## src/mmas_pkg.sv

```systemverilog
`timescale 1ns / 1ps
// Shared types and constants of the multichannel moving average scaler.
package mmas_pkg;

    localparam int NUM_CHANNELS     = 8;
    localparam int CH_W             = 3;
    localparam int CODE_W           = 12;
    localparam int TOTAL_W          = 16;
    localparam int SCALE_W          = 16;
    localparam int CMD_W            = 8;
    localparam int MAX_AVG_BITS     = 4;
    localparam int AVG_BITS_DEFAULT = 4;
    localparam int MID_DEPTH        = 4;
    localparam int OUT_DEPTH        = 8;
    localparam int CFG_IDX_W        = 2;
    localparam int CFG_DATA_W       = 16;

    // Scaling: q = (x * span) / 4095, done as a reciprocal multiply.
    // RECIP = ceil(2^40 / 4095) is exact for every product up to 4095 * 65535.
    localparam int PROD_W      = CODE_W + SCALE_W;
    localparam int RECIP_W     = 29;
    localparam int RECIP_SHIFT = 40;
    localparam logic [RECIP_W-1:0] RECIP =
        RECIP_W'((64'd1 << RECIP_SHIFT) / 64'd4095 + 64'd1);

    typedef enum logic [CFG_IDX_W-1:0] {
        CFG_MIN_SCALE    = 2'd0,
        CFG_MAX_SCALE    = 2'd1,
        CFG_SINGLE_ENDED = 2'd2,
        CFG_POWER_MODE   = 2'd3
    } t_cfg_idx;

    typedef struct packed {
        logic [SCALE_W-1:0] min_scale;
        logic [SCALE_W-1:0] max_scale;
        logic               single_ended;
        logic [1:0]         power_mode;
    } t_cfg;

    typedef struct packed {
        logic [CH_W-1:0]   channel;
        logic [CODE_W-1:0] sample_code;
        logic              transfer_ok;
    } t_in;

    typedef struct packed {
        logic               accepted;
        logic [CMD_W-1:0]   command_byte;
        logic [SCALE_W-1:0] latest_scaled;
        logic [SCALE_W-1:0] average_scaled;
        logic [TOTAL_W-1:0] running_total;
    } t_out;

    // Classified transaction handed from the front to the back.
    typedef struct packed {
        logic [CH_W-1:0]         channel;
        logic [CODE_W-1:0]       sample_code;
        logic                    transfer_ok;
        logic [MAX_AVG_BITS-1:0] slot;
        logic [CMD_W-1:0]        command_byte;
    } t_work;

endpackage

```

## src/multichannel_moving_average_scaler.sv

```systemverilog
`timescale 1ns / 1ps
// Top level: configuration registers, front end, work queue, back end, result queue.
//
//  channel   direction  handshake          payload
//  input     in         push / full        i_item   (channel, sample_code, transfer_ok)
//  result    out        empty / pop        o_result (accepted .. running_total)
//  config    in         i_cfg_we           i_cfg_idx, i_cfg_data
//
// One transaction per cycle sustained while the result queue has room; a result passes
// through the work queue, window memory read, scale multiply and reciprocal multiply.
// Reset is synchronous and clears slots, totals and window valid bits.
// With pop low the result queue fills, the back end stops issuing when queue plus
// in-flight transactions reach its depth, and full rises once the work queue fills.
module multichannel_moving_average_scaler #(
    parameter int AVG_BITS = mmas_pkg::AVG_BITS_DEFAULT
) (
    input  logic                                i_clk,
    input  logic                                i_rst_n,
    input  logic                                push,
    output logic                                full,
    input  mmas_pkg::t_in                       i_item,
    output logic                                empty,
    input  logic                                pop,
    output mmas_pkg::t_out                      o_result,
    input  logic                                i_cfg_we,
    input  logic [mmas_pkg::CFG_IDX_W-1:0]      i_cfg_idx,
    input  logic [mmas_pkg::CFG_DATA_W-1:0]     i_cfg_data
);
    import mmas_pkg::*;

    localparam int OCNT_W = $clog2(OUT_DEPTH + 1);

    t_cfg              r_cfg;
    logic              front_wr;
    t_work             front_work;
    t_work             q_work;
    logic              q_empty;
    logic              q_pop;
    logic              res_valid;
    t_out              res;
    logic              out_full;
    logic [OCNT_W-1:0] out_count;

    always_ff @(posedge i_clk) begin
        if (!i_rst_n) begin
            r_cfg.min_scale    <= SCALE_W'(0);
            r_cfg.max_scale    <= SCALE_W'(4095);
            r_cfg.single_ended <= 1'b1;
            r_cfg.power_mode   <= 2'b11;
        end else if (i_cfg_we) begin
            unique case (i_cfg_idx)
                CFG_MIN_SCALE:    r_cfg.min_scale    <= i_cfg_data;
                CFG_MAX_SCALE:    r_cfg.max_scale    <= i_cfg_data;
                CFG_SINGLE_ENDED: r_cfg.single_ended <= i_cfg_data[0];
                CFG_POWER_MODE:   r_cfg.power_mode   <= i_cfg_data[1:0];
                default:          ;
            endcase
        end
    end

    mmas_front #(
        .AVG_BITS (AVG_BITS)
    ) u_front (
        .i_clk    (i_clk),
        .i_rst_n  (i_rst_n),
        .i_push   (push),
        .i_item   (i_item),
        .i_cfg    (r_cfg),
        .i_q_full (full),
        .o_wr     (front_wr),
        .o_work   (front_work)
    );

    mmas_fifo #(
        .WIDTH ($bits(t_work)),
        .DEPTH (MID_DEPTH)
    ) u_work_q (
        .i_clk   (i_clk),
        .i_rst_n (i_rst_n),
        .i_wr    (front_wr),
        .i_wdata (front_work),
        .i_rd    (q_pop),
        .o_rdata (q_work),
        .o_full  (full),
        .o_empty (q_empty),
        .o_count ()
    );

    mmas_back #(
        .AVG_BITS  (AVG_BITS),
        .OUT_DEPTH (OUT_DEPTH)
    ) u_back (
        .i_clk       (i_clk),
        .i_rst_n     (i_rst_n),
        .i_work      (q_work),
        .i_q_empty   (q_empty),
        .o_q_pop     (q_pop),
        .i_cfg       (r_cfg),
        .i_out_count (out_count),
        .o_res_valid (res_valid),
        .o_result    (res)
    );

    mmas_fifo #(
        .WIDTH ($bits(t_out)),
        .DEPTH (OUT_DEPTH)
    ) u_res_q (
        .i_clk   (i_clk),
        .i_rst_n (i_rst_n),
        .i_wr    (res_valid),
        .i_wdata (res),
        .i_rd    (pop),
        .o_rdata (o_result),
        .o_full  (out_full),
        .o_empty (empty),
        .o_count (out_count)
    );

    // credit check in the back end keeps the result queue from overflowing
    a_no_overflow: assert property (@(posedge i_clk) disable iff (!i_rst_n)
        res_valid |-> !out_full)
        else $error("result dropped at full result queue");
endmodule

```

## src/mmas_fifo.sv

```systemverilog
`timescale 1ns / 1ps
// Small register-based FIFO used between the front and back and for results.
module mmas_fifo #(
    parameter int WIDTH = $bits(mmas_pkg::t_work),
    parameter int DEPTH = mmas_pkg::MID_DEPTH
) (
    input  logic                       i_clk,
    input  logic                       i_rst_n,
    input  logic                       i_wr,
    input  logic [WIDTH-1:0]           i_wdata,
    input  logic                       i_rd,
    output logic [WIDTH-1:0]           o_rdata,
    output logic                       o_full,
    output logic                       o_empty,
    output logic [$clog2(DEPTH+1)-1:0] o_count
);
    localparam int PTR_W = (DEPTH > 1) ? $clog2(DEPTH) : 1;
    localparam int CNT_W = $clog2(DEPTH + 1);

    logic [WIDTH-1:0] r_mem [DEPTH];
    logic [PTR_W-1:0] r_wr_ptr;
    logic [PTR_W-1:0] r_rd_ptr;
    logic [CNT_W-1:0] r_count;
    logic             wr_ok;
    logic             rd_ok;

    assign o_full  = (r_count == CNT_W'(DEPTH));
    assign o_empty = (r_count == '0);
    assign o_count = r_count;
    assign o_rdata = r_mem[r_rd_ptr];
    assign wr_ok   = i_wr && !o_full;
    assign rd_ok   = i_rd && !o_empty;

    always_ff @(posedge i_clk) begin
        if (wr_ok) begin
            r_mem[r_wr_ptr] <= i_wdata;
        end
    end

    always_ff @(posedge i_clk) begin
        if (!i_rst_n) begin
            r_wr_ptr <= '0;
            r_rd_ptr <= '0;
            r_count  <= '0;
        end else begin
            if (wr_ok) begin
                r_wr_ptr <= (r_wr_ptr == PTR_W'(DEPTH - 1)) ? '0 : r_wr_ptr + 1'b1;
            end
            if (rd_ok) begin
                r_rd_ptr <= (r_rd_ptr == PTR_W'(DEPTH - 1)) ? '0 : r_rd_ptr + 1'b1;
            end
            unique case ({wr_ok, rd_ok})
                2'b10:   r_count <= r_count + 1'b1;
                2'b01:   r_count <= r_count - 1'b1;
                default: r_count <= r_count;
            endcase
        end
    end
endmodule

```

## src/mmas_front.sv

```systemverilog
`timescale 1ns / 1ps
// Front end: accepts samples, advances the channel write slot, builds the command byte.
module mmas_front #(
    parameter int AVG_BITS = mmas_pkg::AVG_BITS_DEFAULT
) (
    input  logic            i_clk,
    input  logic            i_rst_n,
    input  logic            i_push,
    input  mmas_pkg::t_in   i_item,
    input  mmas_pkg::t_cfg  i_cfg,
    input  logic            i_q_full,
    output logic            o_wr,
    output mmas_pkg::t_work o_work
);
    import mmas_pkg::*;

    logic [AVG_BITS-1:0] r_slot [NUM_CHANNELS];
    logic [AVG_BITS-1:0] cur_slot;
    logic [AVG_BITS-1:0] n_slot;
    logic                accept;

    assign accept   = i_push && !i_q_full;
    assign cur_slot = r_slot[i_item.channel];
    // slot wraps at the window length by width alone
    assign n_slot   = cur_slot + 1'b1;

    always_comb begin
        o_wr                = accept;
        o_work.channel      = i_item.channel;
        o_work.sample_code  = i_item.sample_code;
        o_work.transfer_ok  = i_item.transfer_ok;
        // good transfer reads the slot it overwrites, a failed one the latest sample
        o_work.slot         = MAX_AVG_BITS'(i_item.transfer_ok ? n_slot : cur_slot);
        o_work.command_byte = {i_cfg.single_ended, i_item.channel[0], i_item.channel[2],
                               i_item.channel[1], i_cfg.power_mode, 2'b00};
    end

    always_ff @(posedge i_clk) begin
        if (!i_rst_n) begin
            for (int i = 0; i < NUM_CHANNELS; i++) begin
                r_slot[i] <= '0;
            end
        end else if (accept && i_item.transfer_ok) begin
            r_slot[i_item.channel] <= n_slot;
        end
    end
endmodule

```

## src/mmas_back.sv

```systemverilog
`timescale 1ns / 1ps
// Back end: sample window read-modify-write, running totals and output scaling.
module mmas_back #(
    parameter int AVG_BITS  = mmas_pkg::AVG_BITS_DEFAULT,
    parameter int OUT_DEPTH = mmas_pkg::OUT_DEPTH
) (
    input  logic                           i_clk,
    input  logic                           i_rst_n,
    input  mmas_pkg::t_work                i_work,
    input  logic                           i_q_empty,
    output logic                           o_q_pop,
    input  mmas_pkg::t_cfg                 i_cfg,
    input  logic [$clog2(OUT_DEPTH+1)-1:0] i_out_count,
    output logic                           o_res_valid,
    output mmas_pkg::t_out                 o_result
);
    import mmas_pkg::*;

    localparam int ADDR_W  = CH_W + AVG_BITS;
    localparam int MEM_D   = NUM_CHANNELS << AVG_BITS;
    localparam int OCNT_W  = $clog2(OUT_DEPTH + 1);
    localparam int MUL_W   = PROD_W + RECIP_W;

    // sample window memory and its per-entry valid bits
    logic [CODE_W-1:0]  r_mem [MEM_D];
    logic [MEM_D-1:0]   r_valid;
    logic [TOTAL_W-1:0] r_total [NUM_CHANNELS];

    logic [ADDR_W-1:0]  rd_addr;
    logic               w_en;

    // stage 1: memory data
    logic               r_s1_valid;
    t_work              r_s1_work;
    logic [ADDR_W-1:0]  r_s1_addr;
    logic               r_s1_hit;
    logic [CODE_W-1:0]  r_s1_fwd;
    logic               r_s1_vbit;
    logic [CODE_W-1:0]  r_s1_q;

    // stage 2: values to scale
    logic               r_s2_valid;
    logic               r_s2_acc;
    logic [CMD_W-1:0]   r_s2_cmd;
    logic [TOTAL_W-1:0] r_s2_total;
    logic [CODE_W-1:0]  r_s2_lat;
    logic [CODE_W-1:0]  r_s2_avg;

    // stage 3: products
    logic               r_s3_valid;
    logic               r_s3_acc;
    logic [CMD_W-1:0]   r_s3_cmd;
    logic [TOTAL_W-1:0] r_s3_total;
    logic [PROD_W-1:0]  r_s3_p_lat;
    logic [PROD_W-1:0]  r_s3_p_avg;

    logic [CODE_W-1:0]  stored;
    logic [TOTAL_W-1:0] cur_total;
    logic [TOTAL_W-1:0] n_total;
    logic [TOTAL_W-1:0] total_out;
    logic [CODE_W-1:0]  lat_raw;
    logic               scale_down;
    logic [SCALE_W-1:0] span;
    logic [MUL_W-1:0]   m_lat;
    logic [MUL_W-1:0]   m_avg;
    logic [SCALE_W-1:0] q_lat;
    logic [SCALE_W-1:0] q_avg;
    logic [1:0]         inflight;
    logic               credit_ok;

    // issue only when the result queue can hold everything in flight
    assign inflight  = 2'(r_s1_valid) + 2'(r_s2_valid) + 2'(r_s3_valid);
    assign credit_ok = ((OCNT_W+1)'(i_out_count) + (OCNT_W+1)'(inflight))
                       < (OCNT_W+1)'(OUT_DEPTH);
    assign o_q_pop   = !i_q_empty && credit_ok;
    assign rd_addr   = {i_work.channel, i_work.slot[AVG_BITS-1:0]};
    assign w_en      = r_s1_valid && r_s1_work.transfer_ok;

    always_comb begin
        // a write on the same edge as the read is forwarded
        if (r_s1_hit) begin
            stored = r_s1_fwd;
        end else if (r_s1_vbit) begin
            stored = r_s1_q;
        end else begin
            stored = '0;
        end
        cur_total = r_total[r_s1_work.channel];
        n_total   = cur_total - TOTAL_W'(stored) + TOTAL_W'(r_s1_work.sample_code);
        total_out = r_s1_work.transfer_ok ? n_total : cur_total;
        lat_raw   = r_s1_work.transfer_ok ? r_s1_work.sample_code : stored;
    end

    always_comb begin
        scale_down = i_cfg.max_scale < i_cfg.min_scale;
        span       = scale_down ? (i_cfg.min_scale - i_cfg.max_scale)
                                : (i_cfg.max_scale - i_cfg.min_scale);
        m_lat      = MUL_W'(r_s3_p_lat) * MUL_W'(RECIP);
        m_avg      = MUL_W'(r_s3_p_avg) * MUL_W'(RECIP);
        q_lat      = m_lat[RECIP_SHIFT +: SCALE_W];
        q_avg      = m_avg[RECIP_SHIFT +: SCALE_W];
    end

    always_ff @(posedge i_clk) begin
        if (w_en) begin
            r_mem[r_s1_addr] <= r_s1_work.sample_code;
        end
        if (o_q_pop) begin
            r_s1_q <= r_mem[rd_addr];
        end
    end

    always_ff @(posedge i_clk) begin
        if (o_q_pop) begin
            r_s1_work <= i_work;
            r_s1_addr <= rd_addr;
            r_s1_vbit <= r_valid[rd_addr];
            r_s1_fwd  <= r_s1_work.sample_code;
        end
        r_s2_acc   <= r_s1_work.transfer_ok;
        r_s2_cmd   <= r_s1_work.command_byte;
        r_s2_total <= total_out;
        r_s2_lat   <= lat_raw;
        r_s2_avg   <= CODE_W'(total_out >> AVG_BITS);
        r_s3_acc   <= r_s2_acc;
        r_s3_cmd   <= r_s2_cmd;
        r_s3_total <= r_s2_total;
        r_s3_p_lat <= PROD_W'(r_s2_lat) * PROD_W'(span);
        r_s3_p_avg <= PROD_W'(r_s2_avg) * PROD_W'(span);
    end

    always_ff @(posedge i_clk) begin
        if (!i_rst_n) begin
            r_s1_valid <= 1'b0;
            r_s2_valid <= 1'b0;
            r_s3_valid <= 1'b0;
            r_s1_hit   <= 1'b0;
            r_valid    <= '0;
            for (int i = 0; i < NUM_CHANNELS; i++) begin
                r_total[i] <= '0;
            end
        end else begin
            r_s1_valid <= o_q_pop;
            r_s2_valid <= r_s1_valid;
            r_s3_valid <= r_s2_valid;
            if (o_q_pop) begin
                r_s1_hit <= w_en && (r_s1_addr == rd_addr);
            end
            if (w_en) begin
                r_valid[r_s1_addr]          <= 1'b1;
                r_total[r_s1_work.channel]  <= n_total;
            end
        end
    end

    always_comb begin
        o_res_valid             = r_s3_valid;
        o_result.accepted       = r_s3_acc;
        o_result.command_byte   = r_s3_cmd;
        o_result.latest_scaled  = scale_down ? i_cfg.min_scale - q_lat
                                             : i_cfg.min_scale + q_lat;
        o_result.average_scaled = scale_down ? i_cfg.min_scale - q_avg
                                             : i_cfg.min_scale + q_avg;
        o_result.running_total  = r_s3_total;
    end

    a_credit_bound: assert property (@(posedge i_clk) disable iff (!i_rst_n)
        (int'(i_out_count) + int'(inflight)) <= OUT_DEPTH)
        else $error("result queue overcommitted");

    a_stage_advance: assert property (@(posedge i_clk) disable iff (!i_rst_n)
        r_s1_valid |=> r_s2_valid)
        else $error("transaction lost between stage 1 and stage 2");

    a_valid_set: assert property (@(posedge i_clk) disable iff (!i_rst_n)
        w_en |=> r_valid[$past(r_s1_addr)])
        else $error("written window entry not marked valid");

    a_hit_needs_write: assert property (@(posedge i_clk) disable iff (!i_rst_n)
        (o_q_pop && !w_en) |=> !r_s1_hit)
        else $error("forwarding without a write");
endmodule

```

## config.mk

```make
export PLATFORM = sky130hd
export DESIGN_NAME = multichannel_moving_average_scaler
export DESIGN_NICKNAME = d
export VERILOG_FILES = /design/src/mmas_pkg.sv /design/src/multichannel_moving_average_scaler.sv /design/src/mmas_fifo.sv /design/src/mmas_front.sv /design/src/mmas_back.sv
export SDC_FILE = /design/constraint.sdc
export NUM_CORES = 2
export LEC_CHECK = 0
export ABC_CLOCK_PERIOD_IN_PS = 11400
export BUFFER_PORTS_ARGS = -buffer_cell sky130_fd_sc_hd__buf_2
export CAP_MARGIN = 20
export CELL_PAD_IN_SITES_DETAIL_PLACEMENT = 1
export CELL_PAD_IN_SITES_GLOBAL_PLACEMENT = 2
export CORE_MARGIN = 2
export CORE_UTILIZATION = 49
export CTS_CLUSTER_DIAMETER = 100
export DETAILED_ROUTE_END_ITERATION = 12
export GPL_TIMING_DRIVEN = 1
export PLACE_DENSITY = 0.81
export RECOVER_POWER = 100
export SETUP_SLACK_MARGIN = 0.05
export SLEW_MARGIN = 20
export SYNTH_ARGS = -nofsm -noshare
export SYNTH_HDL_FRONTEND = slang
export SYNTH_SLANG_ARGS = --single-unit
```

## constraint.sdc

```tcl
create_clock -name i_clk -period 11.4 [get_ports i_clk]
set_input_delay 1.14 -clock i_clk [delete_from_list [all_inputs] [get_ports i_clk]]
set_output_delay 1.14 -clock i_clk [all_outputs]
set_load 0.02 [all_outputs]
```

Word level (Yosys, flattened, before mapping)
Memories as Yosys holds them, arrays and structs flattened. A register that Yosys moved wholly into a read port is not among the register bits.
Cells that the tools add are included.
W data, S select, Z words.

word-level totals
  bits in registers = 358
  RAM bits = 2256
  bits of input ports = 39
  output and inout bits = 59
  logic and storage cells = 147
  memories = 5

cells by class
  add/sub/neg operators = 20
  $mul = 4
  order comparisons = 5
  equal/unequal tests = 14
  muxes and demuxes = 41
  bitwise gates (word level) = 1
  reductions and logical operators = 25

memory list
  memory          words  width  read ports  clocked after memory_dff  wr ports  line              RTL
  u_back.r_mem    128    12     1           1                         1         mmas_back.sv:25   logic [CODE_W-1:0] r_mem [MEM_D];
  u_res_q.r_mem   8      57     1           1                         1         mmas_fifo.sv:20   logic [WIDTH-1:0] r_mem [DEPTH];
  u_back.r_total  8      16     1           1                         8         mmas_back.sv:27   logic [TOTAL_W-1:0] r_total [NUM_CHANNELS];
  u_work_q.r_mem  4      26     1           1                         1         mmas_fifo.sv:20
  u_front.r_slot  8      4      1           0                         8         mmas_front.sv:17  logic [AVG_BITS-1:0] r_slot [NUM_CHANNELS];

operators by type and width
  operator                  count
  $or A128 B128 Y128        1
  $mul A28 B29 Y56 const B  2
  $mux W16                  5
  $sub A16 B16 Y16          4
  $mul A12 B16 Y28          2
  $mux W12                  3
  $add A16 B16 Y16          2
  $mux W3                   7
  $add A16 B12 Y16          1
  $lt A16 B16 Y1            1
  $lt A7 B8 Y1 const B      2
  $mux W1                   16
  $reduce_or A16 Y1         1
  $sub A16 B12 Y16          1
  $eq A2 B2 Y1 const B      6
  $logic_and A1 B1 Y1       10
  $add A3 B1 Y3 const B     3
  $eq A3 B3 Y1 const B      3
  $add A4 B1 Y4 const B     2
  $mux W2                   4
  $mux W4                   2
  $pmux W4 S2               1
  $reduce_and A2 Y1         4
  $bmux W1 S7               1
  19 further kinds          26

Longest topological paths before layout
  depth in word-level cells = 9
  depth in mapped cells = 39
  depth with buffers taken out = 36

By module
Synthesis repeated with hierarchy kept, for this count alone.

unflattened totals
  cells, all modules = 7468
  area total of the unflattened synthesis = 123247.0 sq um

by module, submodules not included
  module                              times used  cells an instance  area each (sq um)  sequential area each (sq um)
  mmas_back                           1           6214               97432.2            56624.3
  mmas_fifo at u_res_q                1           738                17808.3            13953.4
  mmas_fifo at u_work_q               1           202                4584.4             3543.4
  mmas_front                          1           164                1895.6             960.9
  multichannel_moving_average_scaler  1           150                1526.5             700.7

Worst setup path after synthesis
OpenSTA, ideal clock, no wires.

  path type = register to register
  start point = register r_cfg[20] in the netlist's numbering
  end point = register u_back.r_s3_p_avg[27]
  setup time = 0.072 ns
  data arrival time = 8.250 ns
  required time = 11.328 ns
  path slack = 3.078 ns
  stages on the path, launching flop included = 34
  buffers on the path = 2
  clock period less this slack = 8.322 ns
  cell sequence = dfxtp_1 inv_1 fa_1 a21o_1 a21oi_1 nor2_1 o21a_1 o31ai_1 a21o_1 buf_2 mux2_2 o221ai_1 xor2_1 clkbuf_1 nand2_1 fa_1 fa_1 fa_1 inv_1 fa_1 inv_1 fa_1 inv_1 ha_1 and3_1 and3_1 a21oi_1 a31oi_1 a41o_1 o41a_1 a41oi_1 o21ai_0 a21oi_1 xnor2_1

between the ends
  longest elaborated chain between the ends = 3
  elaborated cells between the ends (all ways) = 5
  classes of those cells = 2 x add/sub; 1 x mul; 1 x order compare; 1 x mux

ends and longest elaborated chain
  element                                   line                                      RTL
  start: declaration                        multichannel_moving_average_scaler.sv:33  t_cfg r_cfg;
  $sub A16 B16 Y16 (tied with other cells)  mmas_back.sv:97                           : (i_cfg.max_scale - i_cfg.min_scale);
  $mux W16 *                                mmas_back.sv:96                           span = scale_down ? (i_cfg.min_scale - i_cfg.max_scale)
  $mul A12 B16 Y28 *                        mmas_back.sv:129                          r_s3_p_avg <= PROD_W'(r_s2_avg) * PROD_W'(span);
  end signal: assignment                    mmas_back.sv:129
  end: declaration                          mmas_back.sv:55                           logic [PROD_W-1:0] r_s3_p_avg;

Mark *: on every way between the ends. The rest lies on a longest branch, timed or not.
A chain may end at the register's enable or synchronous reset.

Final worst setup path
Ends and elaborated chain as after synthesis.

==> results.md <==
* Post-CTS Setup Bufs at 0
* Share of layout cells above drive strength 1 at 0.166
* CTS tree: built
* Register area at 0.0745 mm^2
* Seq/Total Area, Yosys at 0.617
* Seq cells post-synth at 2582
* Area growth from synthesis to layout at 11.1%
* EDFF count, synth at 2276
* CTS sink cnt at 2582
* Kind of critical path: reg -> reg
* Failing checks: capacitance limit, slew limit
* Clock Skews at 0.103 ns
* Mapped Area at 0.121 mm^2
* Endpoints failing setup at 0
* Number of port buffers at 95
* Die H at 500 um
* FILL cells at 22.7k
* Die Wd at 500 um
* Routability cong. at 0.834
* Critical Path Max Stage Delay at 1.09 ns
* Fin crit share at 0.890
* Largest net degree at the start of global routing at 130
* Slew of the pin with the lowest slew margin at 6.72 ns
* Initial DRT Pass Iterations at 6
* Vias in the first global route at 71.9k
* First-pass GRT wire length at 478 mm
* Clock root cell: clkbuf_16
* Top cell by count, worst path: fa_1
* Achievable frequency at 98.6 MHz
* Total Routing Usage GR at 0.259
* Worst-path clk slew at 0.06 ns
* Vias after detailed routing at 66.2k
* Core area at 0.245 mm^2
* Clock latency on the worst-skew pair at 0.96 ns
* Status: finished, violations left
* Multi-input logic area at 0.0428 mm^2
* Vias per cell at 5.97
* Synth Instances at 7371
* TritonCTS buffer count at 289
* Starting Density at 0.491
* Yosys warning total at 0
* CP max-delay cell: clkbuf_1
* Slew HR at -3.48
* Critical path peak fanout at 34
* Total Wirelength at 321 mm
* Post-Syn Area per Cell at 16.4 um^2
* HP Class: reg -> reg
* Most used DFF post-synth: edfxtp_1
* Routed len/inst at 28.9 um
* Yosys cell types at 80
* Ys async rst share at 0
* Post-CTS sizing at 0
* Setup TNS Final at 0 ns
* Number of DRC markers in iteration 0 at 5599
* Htree depth at 5
* Layout net count at 8552
* CTS Buffer Depth at 4
* Worst setup EP type: flip-flop
* Num rows at 182
* DR DRC count at 0
* DP HPWL at 208 mm
* # IOs at 98
* Final Max Slew Viols at 3473
* Initial antenna violation count at 7
* Post-DRT Antenna Nets at 0
* Tmin final at 10.14 ns
* # hold bufs at CTS at 0
* Crit path DAT at 10.97 ns
* Placed cell area at 0.126 mm^2
* Final instance area at 0.134 mm^2
* Die area at 0.250 mm^2
* Setup crit start kind: flip-flop
* Worst path required time at 12.23 ns
* Fin. Hold Viols at 0
* Maximum capacitance violations at 93
* Hold_ws at 0.310 ns
* Gr ovfl total at 0
* RSZ-0062 raised after global routing: false
-- layout make-up --
cell class,count,area share
flip-flops and latches,2582,0.556
multi-input cells,3879,0.319
repair buffers,299,0.0105
diodes,17,0.000317
well taps,3220,0.0301
inverters,583,0.0163
clock buffers,383,0.0589
clock inverters,125,0.00906
-- through the flow --
stage / std cells / worst slack, ns / util
4_1_cts: 11071 / 1.58 / 0.550
2_1_floorplan: 7372 / 3.08 / -
3_3_place_gp: 10563 / 1.77 / 0.512
3_5_place_dp: 10563 / 1.60 / 0.512
5_1_grt: 11085 / 0.644 / 0.546
6_report: 11088 / 1.26 / 0.546
-- cells in the mapped netlist, drive strengths merged, types with 6 or more instances --
cell	count	area, um^2
buf	104	500
a21boi	34	259
a211o	6	52.6
a221oi	12	118
nor3b	7	52.6
nor4	8	50.1
a21o	58	435
o41ai	7	61.3
a22o	12	105
mux4	689	15500
a21oi	170	851
nor2b	46	288
nand3	51	255
or3	16	100
or2	11	68.8
edfxtp	2276	68300
mux2	89	1000
nor2	427	1600
o21ai	94	470
a211oi	24	190
and2	142	888
nand2	471	1770
a31o	7	61.3
nor3	43	215
o21a	143	1070
nand2b	21	131
inv	581	2180
dfxtp	306	6130
o31ai	13	103
o22ai	7	43.8
xnor2	112	981
and3	16	100
fa	333	6670
nand4	19	119
ha	546	6830
a2111oi	9	97.6
clkbuf	224	842
xor2	42	368
o21bai	26	195
mux2i	67	671
o211ai	37	278
-- critical path, delay by kind of cell, from the launching register on --
| family | cells | cell delay [ns] |
|---|---|---|
| AO/OA/AOI/OAI | 12 | 3.05 |
| XOR/XNOR | 2 | 0.28 |
| adder cells (fa/ha/maj) | 7 | 3.25 |
| buffers and inverters | 6 | 1.77 |
| flip-flops | 1 | 0.61 |
| multiplexers | 1 | 0.42 |
| AND/OR/NAND/NOR | 4 | 0.70 |
-- layer usage --
metal / share of wire / wire (um) / global-route usage / vias up
li1: - / - / - / 28346
met1: 0.40 / 127000 / 0.332 / 35331
met2: 0.52 / 165000 / 0.454 / 2001
met3: 0.051 / 16400 / 0.0327 / 540
met4: 0.038 / 12100 / 0.0880 / 6
met5: 0.00014 / 46 / 0 / -
-- sequential cells by signal (all words and copies together), names as in the netlist, 15 cells and up, named ones only --
signal             flops
u_work_q.r_mem        92
u_back.r_total       128
u_res_q.r_mem        440
u_back.r_s3_total     16
u_back.r_mem        1536
r_cfg                 35
u_back.r_s3_p_avg     28
u_back.r_s3_p_lat     28
u_front.r_slot        32
u_back.r_valid       128
u_back.r_s2_total     15
u_back.r_s1_work      17
-- path summary, 6_finish.rpt --
path	from	cells past startpoint	slack [ns]	end
hold reg to reg	u_back.r_s2_acc$_DFF_P_	0	0.31	u_back.r_s3_acc$_DFF_P_
setup reg to reg	r_cfg[20]$_SDFFE_PN0P_	32	1.26	u_back.r_s3_p_avg[27]$_DFF_P_
hold / removal	u_back.r_s2_acc$_DFF_P_	0	0.31	u_back.r_s3_acc$_DFF_P_
setup / recovery	r_cfg[20]$_SDFFE_PN0P_	32	1.26	u_back.r_s3_p_avg[27]$_DFF_P_
-- layout by cell type (no fill, tap or decap), types with 105 or more instances in the layout --
cell type	n
edfxtp_1	2276
fa_1	333
o21a_1	143
xnor2_1	105
mux4_2	687
inv_1	581
nand2_1	471
ha_1	546
nor2_1	426
and2_1	129
a21oi_1	169
dfxtp_1	304
clkbuf_16	294
clkbuf_1	280
-- cells by family (layout without fill, tap and decap cells) --
group | count (synthesis) | in the layout | synth area share
AND/OR/NAND/NOR | 1296 | 1296 | 0.0480
flip-flops | 2582 | 2582 | 0.617
buffers and inverters | 911 | 1390 | 0.0293
AO/OA/AOI/OAI | 703 | 703 | 0.0398
XOR/XNOR | 154 | 154 | 0.0112
adder cells (fa/ha/maj) | 879 | 879 | 0.112
other | 1 | 19 | 0.0000311
multiplexers | 845 | 845 | 0.142
Power is not shown: default switching activity piles up to over one toggle a cycle in this logic, so the estimate is an artifact.
